## src/rtl/assert_macros.svh

```systemverilog
// Assertion macros shared by the form field extractor RTL.
// Every macro expects clk_i and the active-low reset rst_ni in the enclosing scope.
`ifndef ASSERT_MACROS_SVH
`define ASSERT_MACROS_SVH

// The consequent must hold in the same cycle as the antecedent.
`define FFE_ASSERT_IMPL(lbl, ante, cons, msg) \
  lbl: assert property (@(posedge clk_i) disable iff (!rst_ni) (ante) |-> (cons)) \
    else $error(msg);

// The consequent must hold in the cycle after the antecedent.
`define FFE_ASSERT_NEXT(lbl, ante, cons, msg) \
  lbl: assert property (@(posedge clk_i) disable iff (!rst_ni) (ante) |=> (cons)) \
    else $error(msg);

`endif

```

## src/rtl/ffe_pkg.sv

```systemverilog
// Shared types and constants for the form field extractor with percent decoding.
// No dependencies; every RTL module imports this package.
`timescale 1ns / 1ps

package ffe_pkg;

  // Default sizes handed to the top level parameters.
  localparam int KEY_BYTES_DEF           = 8;
  localparam int TRUTHY_WINDOW_BYTES_DEF = 7;

  // A body byte causes at most three result transactions.
  localparam int RES_SLOTS = 3;

  // Field widths of the configuration registers and payload.
  localparam int NAME_W  = 64;
  localparam int FLEN_W  = 4;
  localparam int MAXV_W  = 8;
  localparam int BYTE_W  = 8;
  localparam int CADDR_W = 2;

  // Characters with a meaning in the body.
  localparam logic [7:0] CH_NUL     = 8'h00;
  localparam logic [7:0] CH_PLUS    = "+";
  localparam logic [7:0] CH_PCT     = "%";
  localparam logic [7:0] CH_EQ      = "=";
  localparam logic [7:0] CH_AMP     = "&";
  localparam logic [7:0] CH_SPACE   = " ";
  localparam logic [7:0] CH_ZERO    = "0";
  localparam logic [7:0] CH_NINE    = "9";
  localparam logic [7:0] CH_UPPER_A = "A";
  localparam logic [7:0] CH_UPPER_F = "F";
  localparam logic [7:0] CH_UPPER_Z = "Z";
  localparam logic [7:0] CH_LOWER_A = "a";
  localparam logic [7:0] CH_LOWER_F = "f";

  localparam logic [7:0] HEX_ALPHA_OFFSET = 8'd10;
  localparam logic [7:0] CASE_OFFSET      = 8'd32;

  // Words that make a value truthy, first character in the top byte.
  localparam logic [7:0]  WORD_ONE  = "1";
  localparam logic [31:0] WORD_TRUE = "true";
  localparam logic [23:0] WORD_YES  = "yes";

  // Configuration register indexes.
  typedef enum logic [CADDR_W-1:0] {
    CFG_FIELD_NAME      = 2'd0,
    CFG_FIELD_LENGTH    = 2'd1,
    CFG_MAX_VALUE_BYTES = 2'd2
  } cfg_reg_e;

  // Parser phase within one body.
  typedef enum logic [1:0] {
    PH_KEY   = 2'd0,
    PH_SKIP  = 2'd1,
    PH_VALUE = 2'd2,
    PH_IDLE  = 2'd3
  } phase_e;

  // Progress through a percent escape.
  typedef enum logic [1:0] {
    ESC_NONE = 2'd0,
    ESC_PCT  = 2'd1,
    ESC_HEX1 = 2'd2
  } esc_e;

  // One result transaction.
  typedef struct packed {
    logic [BYTE_W-1:0] data;
    logic              done;
    logic              found;
    logic              truthy;
  } res_t;

endpackage

```

## src/rtl/ffe_parser.sv

```systemverilog
// Body parser: per-byte key matching, value decoding, truthy window and limit.
// Depends on ffe_pkg and assert_macros.svh; produces up to three results a byte.
`timescale 1ns / 1ps
`include "assert_macros.svh"

module ffe_parser import ffe_pkg::*; #(
  parameter int KEY_BYTES           = KEY_BYTES_DEF,
  parameter int TRUTHY_WINDOW_BYTES = TRUTHY_WINDOW_BYTES_DEF
) (
  input  logic              clk_i,
  input  logic              rst_ni,
  input  logic              step_i,
  input  logic [BYTE_W-1:0] byte_i,
  input  logic [NAME_W-1:0] field_name_i,
  input  logic [FLEN_W-1:0] field_length_i,
  input  logic [MAXV_W-1:0] max_value_bytes_i,
  output res_t              res_o [RES_SLOTS],
  output logic [1:0]        res_n_o
);

  localparam int KPW = $clog2(KEY_BYTES + 1);
  localparam int KIW = (KEY_BYTES > 1) ? $clog2(KEY_BYTES) : 1;
  localparam int TW  = TRUTHY_WINDOW_BYTES;
  localparam int TCW = $clog2(TW + 1);

  function automatic logic hex_ok(input logic [7:0] c);
    hex_ok = (c >= CH_ZERO && c <= CH_NINE) || (c >= CH_UPPER_A && c <= CH_UPPER_F) ||
             (c >= CH_LOWER_A && c <= CH_LOWER_F);
  endfunction

  function automatic logic [3:0] hex_val(input logic [7:0] c);
    if (c >= CH_ZERO && c <= CH_NINE) begin
      hex_val = 4'(c - CH_ZERO);
    end else if (c >= CH_UPPER_A && c <= CH_UPPER_F) begin
      hex_val = 4'(c - CH_UPPER_A + HEX_ALPHA_OFFSET);
    end else begin
      hex_val = 4'(c - CH_LOWER_A + HEX_ALPHA_OFFSET);
    end
  endfunction

  function automatic logic [7:0] lower_case(input logic [7:0] c);
    lower_case = (c >= CH_UPPER_A && c <= CH_UPPER_Z) ? c + CASE_OFFSET : c;
  endfunction

  // Body state.
  phase_e          phase_q, phase_d;
  logic [KPW-1:0]  kp_q, kp_d;
  logic            match_q, match_d;
  esc_e            esc_q, esc_d;
  logic [7:0]      first_q, first_d;
  logic [MAXV_W-1:0] emitted_q, emitted_d;
  logic [7:0]      win_q [TW];
  logic [7:0]      win_d [TW];
  logic [TCW-1:0]  tcnt_q, tcnt_d;

  // Decoded bytes of this step, in order, and the final result request.
  logic [7:0]      dec_b [RES_SLOTS];
  logic [1:0]      dec_n;
  logic            fin, fnd, clr, enter_value;
  logic [7:0]      name_b [KEY_BYTES];

  logic            term, amp;
  logic            p_emit, p_esc;
  logic [7:0]      p_byte;

  logic [TCW:0]    tsum;
  logic [TCW-1:0]  tcnt_upd;
  logic [MAXV_W-1:0] room;
  logic [1:0]      emit_k;
  logic [7:0]      pad [4];
  logic            truthy;

  // Key characters as bytes, first character at index zero.
  always_comb begin
    for (int i = 0; i < KEY_BYTES; i++) begin
      name_b[i] = field_name_i[8*i +: 8];
    end
  end

  assign term = (byte_i == CH_NUL);
  assign amp  = (byte_i == CH_AMP);

  // How a plain value byte decodes: plus becomes a space, percent opens an escape.
  assign p_emit = (byte_i != CH_PCT);
  assign p_esc  = (byte_i == CH_PCT);
  assign p_byte = (byte_i == CH_PLUS) ? CH_SPACE : byte_i;

  // Phase decisions and the list of decoded bytes.
  always_comb begin
    phase_d     = phase_q;
    kp_d        = kp_q;
    match_d     = match_q;
    esc_d       = esc_q;
    first_d     = first_q;
    fin         = 1'b0;
    fnd         = 1'b0;
    clr         = 1'b0;
    enter_value = 1'b0;
    dec_n       = 2'd0;
    for (int j = 0; j < RES_SLOTS; j++) begin
      dec_b[j] = CH_NUL;
    end

    unique case (phase_q)
      PH_KEY: begin
        if (term || amp) begin
          fin = 1'b1;
          if (term) begin
            clr = 1'b1;
          end else begin
            phase_d = PH_IDLE;
          end
        end else if (byte_i == CH_EQ) begin
          if (match_q && (FLEN_W'(kp_q) == field_length_i)) begin
            phase_d     = PH_VALUE;
            esc_d       = ESC_NONE;
            enter_value = 1'b1;
          end else begin
            phase_d = PH_SKIP;
          end
        end else if (match_q && (FLEN_W'(kp_q) < field_length_i) &&
                     (kp_q < KPW'(KEY_BYTES)) && (name_b[kp_q[KIW-1:0]] == byte_i)) begin
          kp_d = kp_q + 1'b1;
        end else begin
          match_d = 1'b0;
        end
      end
      PH_SKIP: begin
        if (term) begin
          fin = 1'b1;
          clr = 1'b1;
        end else if (amp) begin
          phase_d = PH_KEY;
          kp_d    = '0;
          match_d = 1'b1;
        end
      end
      PH_VALUE: begin
        if (term || amp) begin
          // A cut-off escape is flushed literally before the final result.
          dec_b[0] = CH_PCT;
          dec_b[1] = first_q;
          dec_n    = (esc_q == ESC_NONE) ? 2'd0 : ((esc_q == ESC_PCT) ? 2'd1 : 2'd2);
          esc_d    = ESC_NONE;
          fin      = 1'b1;
          fnd      = 1'b1;
          if (term) begin
            clr = 1'b1;
          end else begin
            phase_d = PH_IDLE;
          end
        end else begin
          unique case (esc_q)
            ESC_PCT: begin
              if (hex_ok(byte_i)) begin
                first_d = byte_i;
                esc_d   = ESC_HEX1;
              end else begin
                dec_b[0] = CH_PCT;
                dec_b[1] = p_byte;
                dec_n    = p_emit ? 2'd2 : 2'd1;
                esc_d    = p_esc ? ESC_PCT : ESC_NONE;
              end
            end
            ESC_HEX1: begin
              if (hex_ok(byte_i)) begin
                dec_b[0] = {hex_val(first_q), hex_val(byte_i)};
                dec_n    = 2'd1;
                esc_d    = ESC_NONE;
              end else begin
                dec_b[0] = CH_PCT;
                dec_b[1] = first_q;
                dec_b[2] = p_byte;
                dec_n    = p_emit ? 2'd3 : 2'd2;
                esc_d    = p_esc ? ESC_PCT : ESC_NONE;
              end
            end
            default: begin
              dec_b[0] = p_byte;
              dec_n    = p_emit ? 2'd1 : 2'd0;
              esc_d    = p_esc ? ESC_PCT : ESC_NONE;
            end
          endcase
        end
      end
      PH_IDLE: begin
        if (term) begin
          clr = 1'b1;
        end
      end
      default: begin
        clr = 1'b1;
      end
    endcase

    // The terminator starts a fresh body.
    if (clr) begin
      phase_d = PH_KEY;
      kp_d    = '0;
      match_d = 1'b1;
      esc_d   = ESC_NONE;
    end
  end

  // Truthy window: the decoded bytes land at the current fill position onwards.
  always_comb begin
    for (int i = 0; i < TW; i++) begin
      win_d[i] = win_q[i];
      for (int j = 0; j < RES_SLOTS; j++) begin
        if ((j < int'(dec_n)) && (int'(tcnt_q) + j == i)) begin
          win_d[i] = dec_b[j];
        end
      end
    end
    tsum     = {1'b0, tcnt_q} + (TCW+1)'(dec_n);
    tcnt_upd = (tsum > (TCW+1)'(TW)) ? TCW'(TW) : tsum[TCW-1:0];
    for (int k = 0; k < 4; k++) begin
      pad[k] = CH_NUL;
      if (k < TW) begin
        pad[k] = win_d[k];
      end
    end
    truthy = ((int'(tcnt_upd) == 1) && (lower_case(pad[0]) == WORD_ONE)) ||
             ((int'(tcnt_upd) == 4) && (lower_case(pad[0]) == WORD_TRUE[31:24]) &&
              (lower_case(pad[1]) == WORD_TRUE[23:16]) &&
              (lower_case(pad[2]) == WORD_TRUE[15:8]) &&
              (lower_case(pad[3]) == WORD_TRUE[7:0])) ||
             ((int'(tcnt_upd) == 3) && (lower_case(pad[0]) == WORD_YES[23:16]) &&
              (lower_case(pad[1]) == WORD_YES[15:8]) &&
              (lower_case(pad[2]) == WORD_YES[7:0]));
  end

  // Output limit: only the bytes that still fit under max_value_bytes are emitted.
  always_comb begin
    room   = (emitted_q < max_value_bytes_i) ? max_value_bytes_i - emitted_q : '0;
    emit_k = (room < MAXV_W'(dec_n)) ? room[1:0] : dec_n;
    if (clr || enter_value) begin
      emitted_d = '0;
      tcnt_d    = '0;
    end else begin
      emitted_d = emitted_q + MAXV_W'(emit_k);
      tcnt_d    = tcnt_upd;
    end
  end

  // Pack the emitted bytes and then the final result into the result slots.
  always_comb begin
    for (int j = 0; j < RES_SLOTS; j++) begin
      res_o[j] = '{data: dec_b[j], done: 1'b0, found: 1'b0, truthy: 1'b0};
      if ((j >= int'(emit_k)) && fin) begin
        res_o[j] = '{data: CH_NUL, done: 1'b1, found: fnd, truthy: fnd && truthy};
      end
    end
    res_n_o = emit_k + {1'b0, fin};
  end

  // Control state.
  always_ff @(posedge clk_i or negedge rst_ni) begin
    if (!rst_ni) begin
      phase_q   <= PH_KEY;
      kp_q      <= '0;
      match_q   <= 1'b1;
      esc_q     <= ESC_NONE;
      emitted_q <= '0;
      tcnt_q    <= '0;
    end else if (step_i) begin
      phase_q   <= phase_d;
      kp_q      <= kp_d;
      match_q   <= match_d;
      esc_q     <= esc_d;
      emitted_q <= emitted_d;
      tcnt_q    <= tcnt_d;
    end
  end

  // Escape digit and window contents are only read under the control state.
  always_ff @(posedge clk_i) begin
    if (step_i) begin
      first_q <= first_d;
      win_q   <= win_d;
    end
  end

  // After the decision nothing is produced until the terminator.
  `FFE_ASSERT_IMPL(idle_is_silent, step_i && (phase_q == PH_IDLE), res_n_o == 2'd0, "result after decision")
  // The final result is last and appears only on a byte that ends a segment.
  `FFE_ASSERT_IMPL(final_only_on_end, step_i && fin, term || amp, "final result without end of segment")

endmodule

```

## src/rtl/ffe_res_buf.sv

```systemverilog
// Result buffer: holds the up to three result transactions of one body byte.
// Depends on ffe_pkg and assert_macros.svh; the head entry drives the output.
`timescale 1ns / 1ps
`include "assert_macros.svh"

module ffe_res_buf import ffe_pkg::*; (
  input  logic       clk_i,
  input  logic       rst_ni,
  input  logic       load_i,
  input  res_t       res_i [RES_SLOTS],
  input  logic [1:0] res_n_i,
  input  logic       out_ready_i,
  output logic       out_valid_o,
  output res_t       head_o,
  output logic       load_ok_o
);

  res_t       ent_q [RES_SLOTS];
  logic [1:0] cnt_q;
  logic       pop;

  assign out_valid_o = (cnt_q != 2'd0);
  assign head_o      = ent_q[0];
  assign pop         = out_valid_o && out_ready_i;

  // A new byte may load once the buffer is empty or its last entry leaves now.
  assign load_ok_o = (cnt_q == 2'd0) || ((cnt_q == 2'd1) && out_ready_i);

  // Fill count.
  always_ff @(posedge clk_i or negedge rst_ni) begin
    if (!rst_ni) begin
      cnt_q <= 2'd0;
    end else if (load_i) begin
      cnt_q <= res_n_i;
    end else if (pop) begin
      cnt_q <= cnt_q - 2'd1;
    end
  end

  // Entries shift towards the head as transactions leave.
  always_ff @(posedge clk_i) begin
    if (load_i) begin
      ent_q <= res_i;
    end else if (pop) begin
      for (int j = 0; j < RES_SLOTS - 1; j++) begin
        ent_q[j] <= ent_q[j+1];
      end
    end
  end

  `FFE_ASSERT_NEXT(load_sets_count, load_i, cnt_q == $past(res_n_i), "fill count differs from load")
  `FFE_ASSERT_NEXT(pop_drops_one, pop && !load_i, cnt_q == $past(cnt_q) - 2'd1, "pop miscounted")

endmodule

```

## src/rtl/form_field_extract_url_decode.sv

```systemverilog
// Form field extractor: one body byte per cycle is accepted while the result buffer can
// take it; a byte that causes two or three result transactions, or an output that is not
// ready, holds the input while the three-entry result buffer drains. Results appear in the
// cycle after their byte. The key match, the percent decoding, the output limit and the
// truthy check all sit between the input handshake and that result buffer, so the rate is
// set by the buffer's single output port. Depends on ffe_pkg, ffe_parser and ffe_res_buf.
`timescale 1ns / 1ps

module form_field_extract_url_decode import ffe_pkg::*; #(
  parameter int KEY_BYTES           = KEY_BYTES_DEF,
  parameter int TRUTHY_WINDOW_BYTES = TRUTHY_WINDOW_BYTES_DEF
) (
  input  logic               clk_i,
  input  logic               rst_ni,
  input  logic               cfg_we_i,
  input  logic [CADDR_W-1:0] cfg_addr_i,
  input  logic [NAME_W-1:0]  cfg_wdata_i,
  input  logic               in_valid_i,
  output logic               in_ready_o,
  input  logic [BYTE_W-1:0]  body_byte_i,
  output logic               out_valid_o,
  input  logic               out_ready_i,
  output logic [BYTE_W-1:0]  out_byte_o,
  output logic               done_res_o,
  output logic               found_o,
  output logic               truthy_o
);

  logic [NAME_W-1:0] field_name_q;
  logic [FLEN_W-1:0] field_length_q;
  logic [MAXV_W-1:0] max_value_bytes_q;

  logic       step;
  res_t       res [RES_SLOTS];
  logic [1:0] res_n;
  res_t       head;
  logic       load_ok;

  // Configuration registers.
  always_ff @(posedge clk_i or negedge rst_ni) begin
    if (!rst_ni) begin
      field_name_q      <= '0;
      field_length_q    <= '0;
      max_value_bytes_q <= '1;
    end else if (cfg_we_i) begin
      unique case (cfg_addr_i)
        CFG_FIELD_NAME:      field_name_q      <= cfg_wdata_i;
        CFG_FIELD_LENGTH:    field_length_q    <= cfg_wdata_i[FLEN_W-1:0];
        CFG_MAX_VALUE_BYTES: max_value_bytes_q <= cfg_wdata_i[MAXV_W-1:0];
        default: ;
      endcase
    end
  end

  assign in_ready_o = load_ok;
  assign step       = in_valid_i && in_ready_o;

  ffe_parser #(
    .KEY_BYTES          (KEY_BYTES),
    .TRUTHY_WINDOW_BYTES(TRUTHY_WINDOW_BYTES)
  ) u_parser (
    .clk_i            (clk_i),
    .rst_ni           (rst_ni),
    .step_i           (step),
    .byte_i           (body_byte_i),
    .field_name_i     (field_name_q),
    .field_length_i   (field_length_q),
    .max_value_bytes_i(max_value_bytes_q),
    .res_o            (res),
    .res_n_o          (res_n)
  );

  ffe_res_buf u_res_buf (
    .clk_i      (clk_i),
    .rst_ni     (rst_ni),
    .load_i     (step),
    .res_i      (res),
    .res_n_i    (res_n),
    .out_ready_i(out_ready_i),
    .out_valid_o(out_valid_o),
    .head_o     (head),
    .load_ok_o  (load_ok)
  );

  // Result transaction fields.
  assign out_byte_o = head.data;
  assign done_res_o = head.done;
  assign found_o    = head.found;
  assign truthy_o   = head.truthy;

endmodule
```

## config.mk

```make
export PLATFORM = sky130hd
export DESIGN_NAME = form_field_extract_url_decode
export DESIGN_NICKNAME = d
export VERILOG_FILES = /design/src/rtl/ffe_pkg.sv /design/src/rtl/ffe_parser.sv /design/src/rtl/ffe_res_buf.sv /design/src/rtl/form_field_extract_url_decode.sv
export VERILOG_INCLUDE_DIRS = /design/src /design/src/rtl
export SDC_FILE = /design/constraint.sdc
export NUM_CORES = 1
export LEC_CHECK = 0
export ABC_AREA = 1
export BUFFER_PORTS_ARGS = -buffer_cell sky130_fd_sc_hd__buf_4
export CORE_MARGIN = 2
export CORE_UTILIZATION = 47
export DETAILED_ROUTE_END_ITERATION = 6
export PLACE_DENSITY_LB_ADDON = 0.05
export REMOVE_ABC_BUFFERS = 1
export SYNTH_ARGS = -nofsm -noshare
export SYNTH_HDL_FRONTEND = slang
export SYNTH_HIERARCHICAL = 1
export SYNTH_SLANG_ARGS = --single-unit
```

## constraint.sdc

```tcl
create_clock -name clk_i -period 10.2 [get_ports clk_i]
set_clock_uncertainty 0.2 [all_clocks]
set_input_delay 0.51 -clock clk_i [delete_from_list [all_inputs] [get_ports clk_i]]
set_output_delay 0.51 -clock clk_i [all_outputs]
set_load 0.005 [all_outputs]
```

==> results.toml <==
[outcome]
status = "finished, final reports clean"

[synthesis]
ys_ff_latch = 171
synth_cell_type_count = 59
yosysTopAreaCell = "dfrtp_1"
synthSimpleGateAreaFrac = 0.341
synth_async_sr_flop_share = 0.573
synthCells = 1460
synthAdderAreaFrac = 0.0532
yosys.cell_count.top_type = "nand2_1"
synth_top_area_share = 0.198
syn-cell-area_um2 = 11200
synth_common_cells = "474 x nand2_1, 138 x nand3_1, 127 x inv_1"
synth_compound_area_frac = 0.0869
synth_edf_count = 73
muxShareOfSynthArea = 0
synth_area_leaders = "dfrtp_1 20%, edfxtp_1 20%, nand2_1 16%"
synthXorXnorAreaFrac = 0.0101
syn_area_per_cell_um2 = 7.70
synth_seq_area_share = 0.414
ys_warn_count = 6
synth_top_family_by_area = "simple AND/OR/NAND/NOR gates"
synth_flop_cell = "dfrtp_1"

[sta]
tns_ps = 0
period_needed_ps = 4760
relSlewSlack = 0.295
worstMarginPinSlew_ps = 1030
slew_violations = 0
fmax_ghz = 0.210
final_hold_viol_count = 0
rsz0062_at_grt = "false"
period_share = 0.467
setup-violations-final = 0

[cells_and_area]
num_antenna_cells = 0
register_area_um2 = 4660
n_fill_cell = 2371
layout-drive-gt1-share = 0.153
num-nets-final = 1639
multiInputGateArea_um2 = 5520
areaGrowthSynthToFinish_pct = 11.5
finalNonFillerCells = 1846

[setup_path]
crit_type = "reg2reg"
worstPathRequired_ps = 10310
crit_arrival_ps = 4870
worstSetupStartpointType = "flip-flop"
crit_path_max_fanout = 15
r2r-start = "u_parser/esc_q[0]$_DFFE_PN0P_"
r2r-end = "u_parser/emitted_q[7]$_DFFE_PN0P_"
reg2reg_depth = 21
r2r_slack_ps = 5440
worst_setup_path_end_kind = "flip-flop"

[global_routing]
track_usage = 0.254
grt_overflow = 0
grt_max_degree = 65
grt_first_pass_wirelength_mm = 49.0
antenna_found_initial = 0
grt_pass1_vias = 9369

[power_and_ir_drop]
seqPwrFrac = 0.352
p_clk_frac = 0.230
p_int_w = 0.00174
ir_drop_mv = 0.119
comb_power_share = 0.418
powerDensity_nw_per_um2 = 237
switching_share = 0.415
p_leak_nw = 6.26
p_sw_w = 0.00123

[worst_hold_path]
worst_hold_path_type = "in2reg"
hold_end = "u_parser/first_q[0]$_DFFE_PP_"
hold_path_depth = 1
holdCritStartpoint = "body_byte_i[0]"

[floorplanning]
dieArea_um2 = 25200
chipWidth_um = 159
io_pins = 92
core_area_um2 = 23500
initial_core_util = 0.479
die_y_um = 159
rows = 56

[route]
drc_errors = 0
via_count = 9763
ant_nets = 0
wirelength_mm = 30.5
wl_per_cell_um = 16.5
drtIter0Drc = 683
first_pass_iters = 5
viasPerCell = 5.29

[clock_network]
insertion_delay_ps = 430
cts.sinks = 171
path_clk_slew_ps = 70
cts_tree = "yes"
cts_buffers = 17
h-tree-depth = 4
post_cts.repair.setup_buffers = 0
cts_buffer_depth = 2
cts_root_buf = "clkbuf_16"

[place]
place.gp.congestion = 0.912
dp.cells = 1813
dp_hpwl_mm = 21.9
port_buffers = 91

[run]
cap_viol_max_count = 0
==> worst max path at each step <==
stage | slack [ps] | start | endpoint | cells after the start
6_report | 5440 | u_parser/esc_q[0]$_DFFE_PN0P_ | u_parser/emitted_q[7]$_DFFE_PN0P_ | 21
5_1_grt | 5030 | max_value_bytes_q[0]$_DFFE_PN1P_ | u_parser/emitted_q[7]$_DFFE_PN0P_ | 27
4_1_cts | 5410 | u_parser/emitted_q[0]$_DFFE_PN0P_ | u_parser/emitted_q[7]$_DFFE_PN0P_ | 26
3_5_place_dp | 5230 | body_byte_i[0] | u_parser/emitted_q[7]$_DFFE_PN0P_ | 26
3_3_place_gp | 5310 | body_byte_i[0] | u_parser/emitted_q[7]$_DFFE_PN0P_ | 26
2_1_floorplan | 6080 | u_res_buf/cnt_q[0]$_DFFE_PN0P_ | u_parser/first_q[0]$_DFFE_PP_ | 8
==> routing by layer <==
| layer | GRT usage | up-vias | wire, um |
|---|---|---|---|
| met5 | 0 | - | 0 |
| li1 | - | 4888 | - |
| met2 | 0.424 | 256 | 14800 |
| met1 | 0.331 | 4562 | 13300 |
| met4 | 0.100 | 0 | 990 |
| met3 | 0.0389 | 57 | 1450 |
==> per-stage QoR <==
step | total power [W] | util | hold WS, ps | area (um2) | setup WS (ps)
5_1_grt | 0.00321 | 0.534 | 85.4 | 12500 | 5030
2_1_floorplan | 0.00188 | - | 14.4 | 10800 | 6080
3_5_place_dp | 0.00229 | 0.507 | 253 | 11900 | 5230
6_report | 0.00297 | 0.534 | 99.7 | 12500 | 5440
4_1_cts | 0.00299 | 0.534 | 82.4 | 12500 | 5410
3_3_place_gp | 0.00228 | 0.507 | 250 | 11900 | 5310
==> area by class of cell <==
type	instances	area share
timing repair buffer	100	0.0601
multi-input combinational	1071	0.441
tap	319	0.0319
clock inverter	14	0.0144
clock buffer	18	0.0343
inverter	153	0.0466
sequential	171	0.372
==> repair_timing <==
item | in CTS | in global routing
endpoints found under the hold margin | 34 | 0
setup endpoints to repair | 0 | 0
resized for setup | 0 | 0
hold buffers | 1 | 0
==> worst max-delay path, stage by stage (launching register included) <==
cell and delay (ps):
dfrtp_1 370, inv_1 90, ha_1 600, inv_1 280, nor2_2 250, nand2_4 110, nand2_8 130, inv_1 60
ha_1 280, nand2_1 90, nand3_1 120, o21ai_0 790, ha_1 350, a21o_1 130, and3_1 150, inv_1 40
nor2_1 120, nand2_1 90, nor2_1 130, nand2_1 90, o22ai_1 110, a21oi_1 50
==> kinds of logic (layout without fill, tap and decap cells) <==
group	count (synthesis)	count (layout)
flops	171	171
xor+xnor	13	13
simple gates	851	851
fa+ha+maj	46	46
buf+inv	218	285
compound gates	161	161
==> layout by cell type (no fill, tap or decap), drive strengths merged, types with 18 or more instances in the layout <==
| cell type | instances |
|---|---|
| nand4 | 29 |
| inv | 156 |
| ha | 43 |
| buf | 99 |
| o21ai | 89 |
| edfxtp | 73 |
| nand3 | 158 |
| clkbuf | 18 |
| nor2 | 134 |
| dfrtp | 89 |
| a21oi | 27 |
| nand2 | 497 |
==> flip-flops by register name (all words and copies together) (netlist names), 3 cells and up <==
register and flops:
u_parser/first_q 8, u_res_buf/head_o 11, max_value_bytes_q 8, u_parser/tcnt_q 3
u_parser/win_q 32, u_parser/emitted_q 8, field_length_q 4, u_res_buf/ent_q 22
u_parser/kp_q 4, field_name_q 64
==> power by group through the flow <==
stage | Combinational [W] | Clock, W | Sequential (W)
final | 0.00124 | 0.000685 | 0.00105
after global routing | 0.00141 | 0.000732 | 0.00107
after CTS | 0.00124 | 0.000703 | 0.00105
after detailed placement | 0.00124 | 0 | 0.00106
after global placement | 0.00122 | 0 | 0.00105
after floorplan | 0.000844 | 0 | 0.00104
Power figures use the tool's default switching activity.
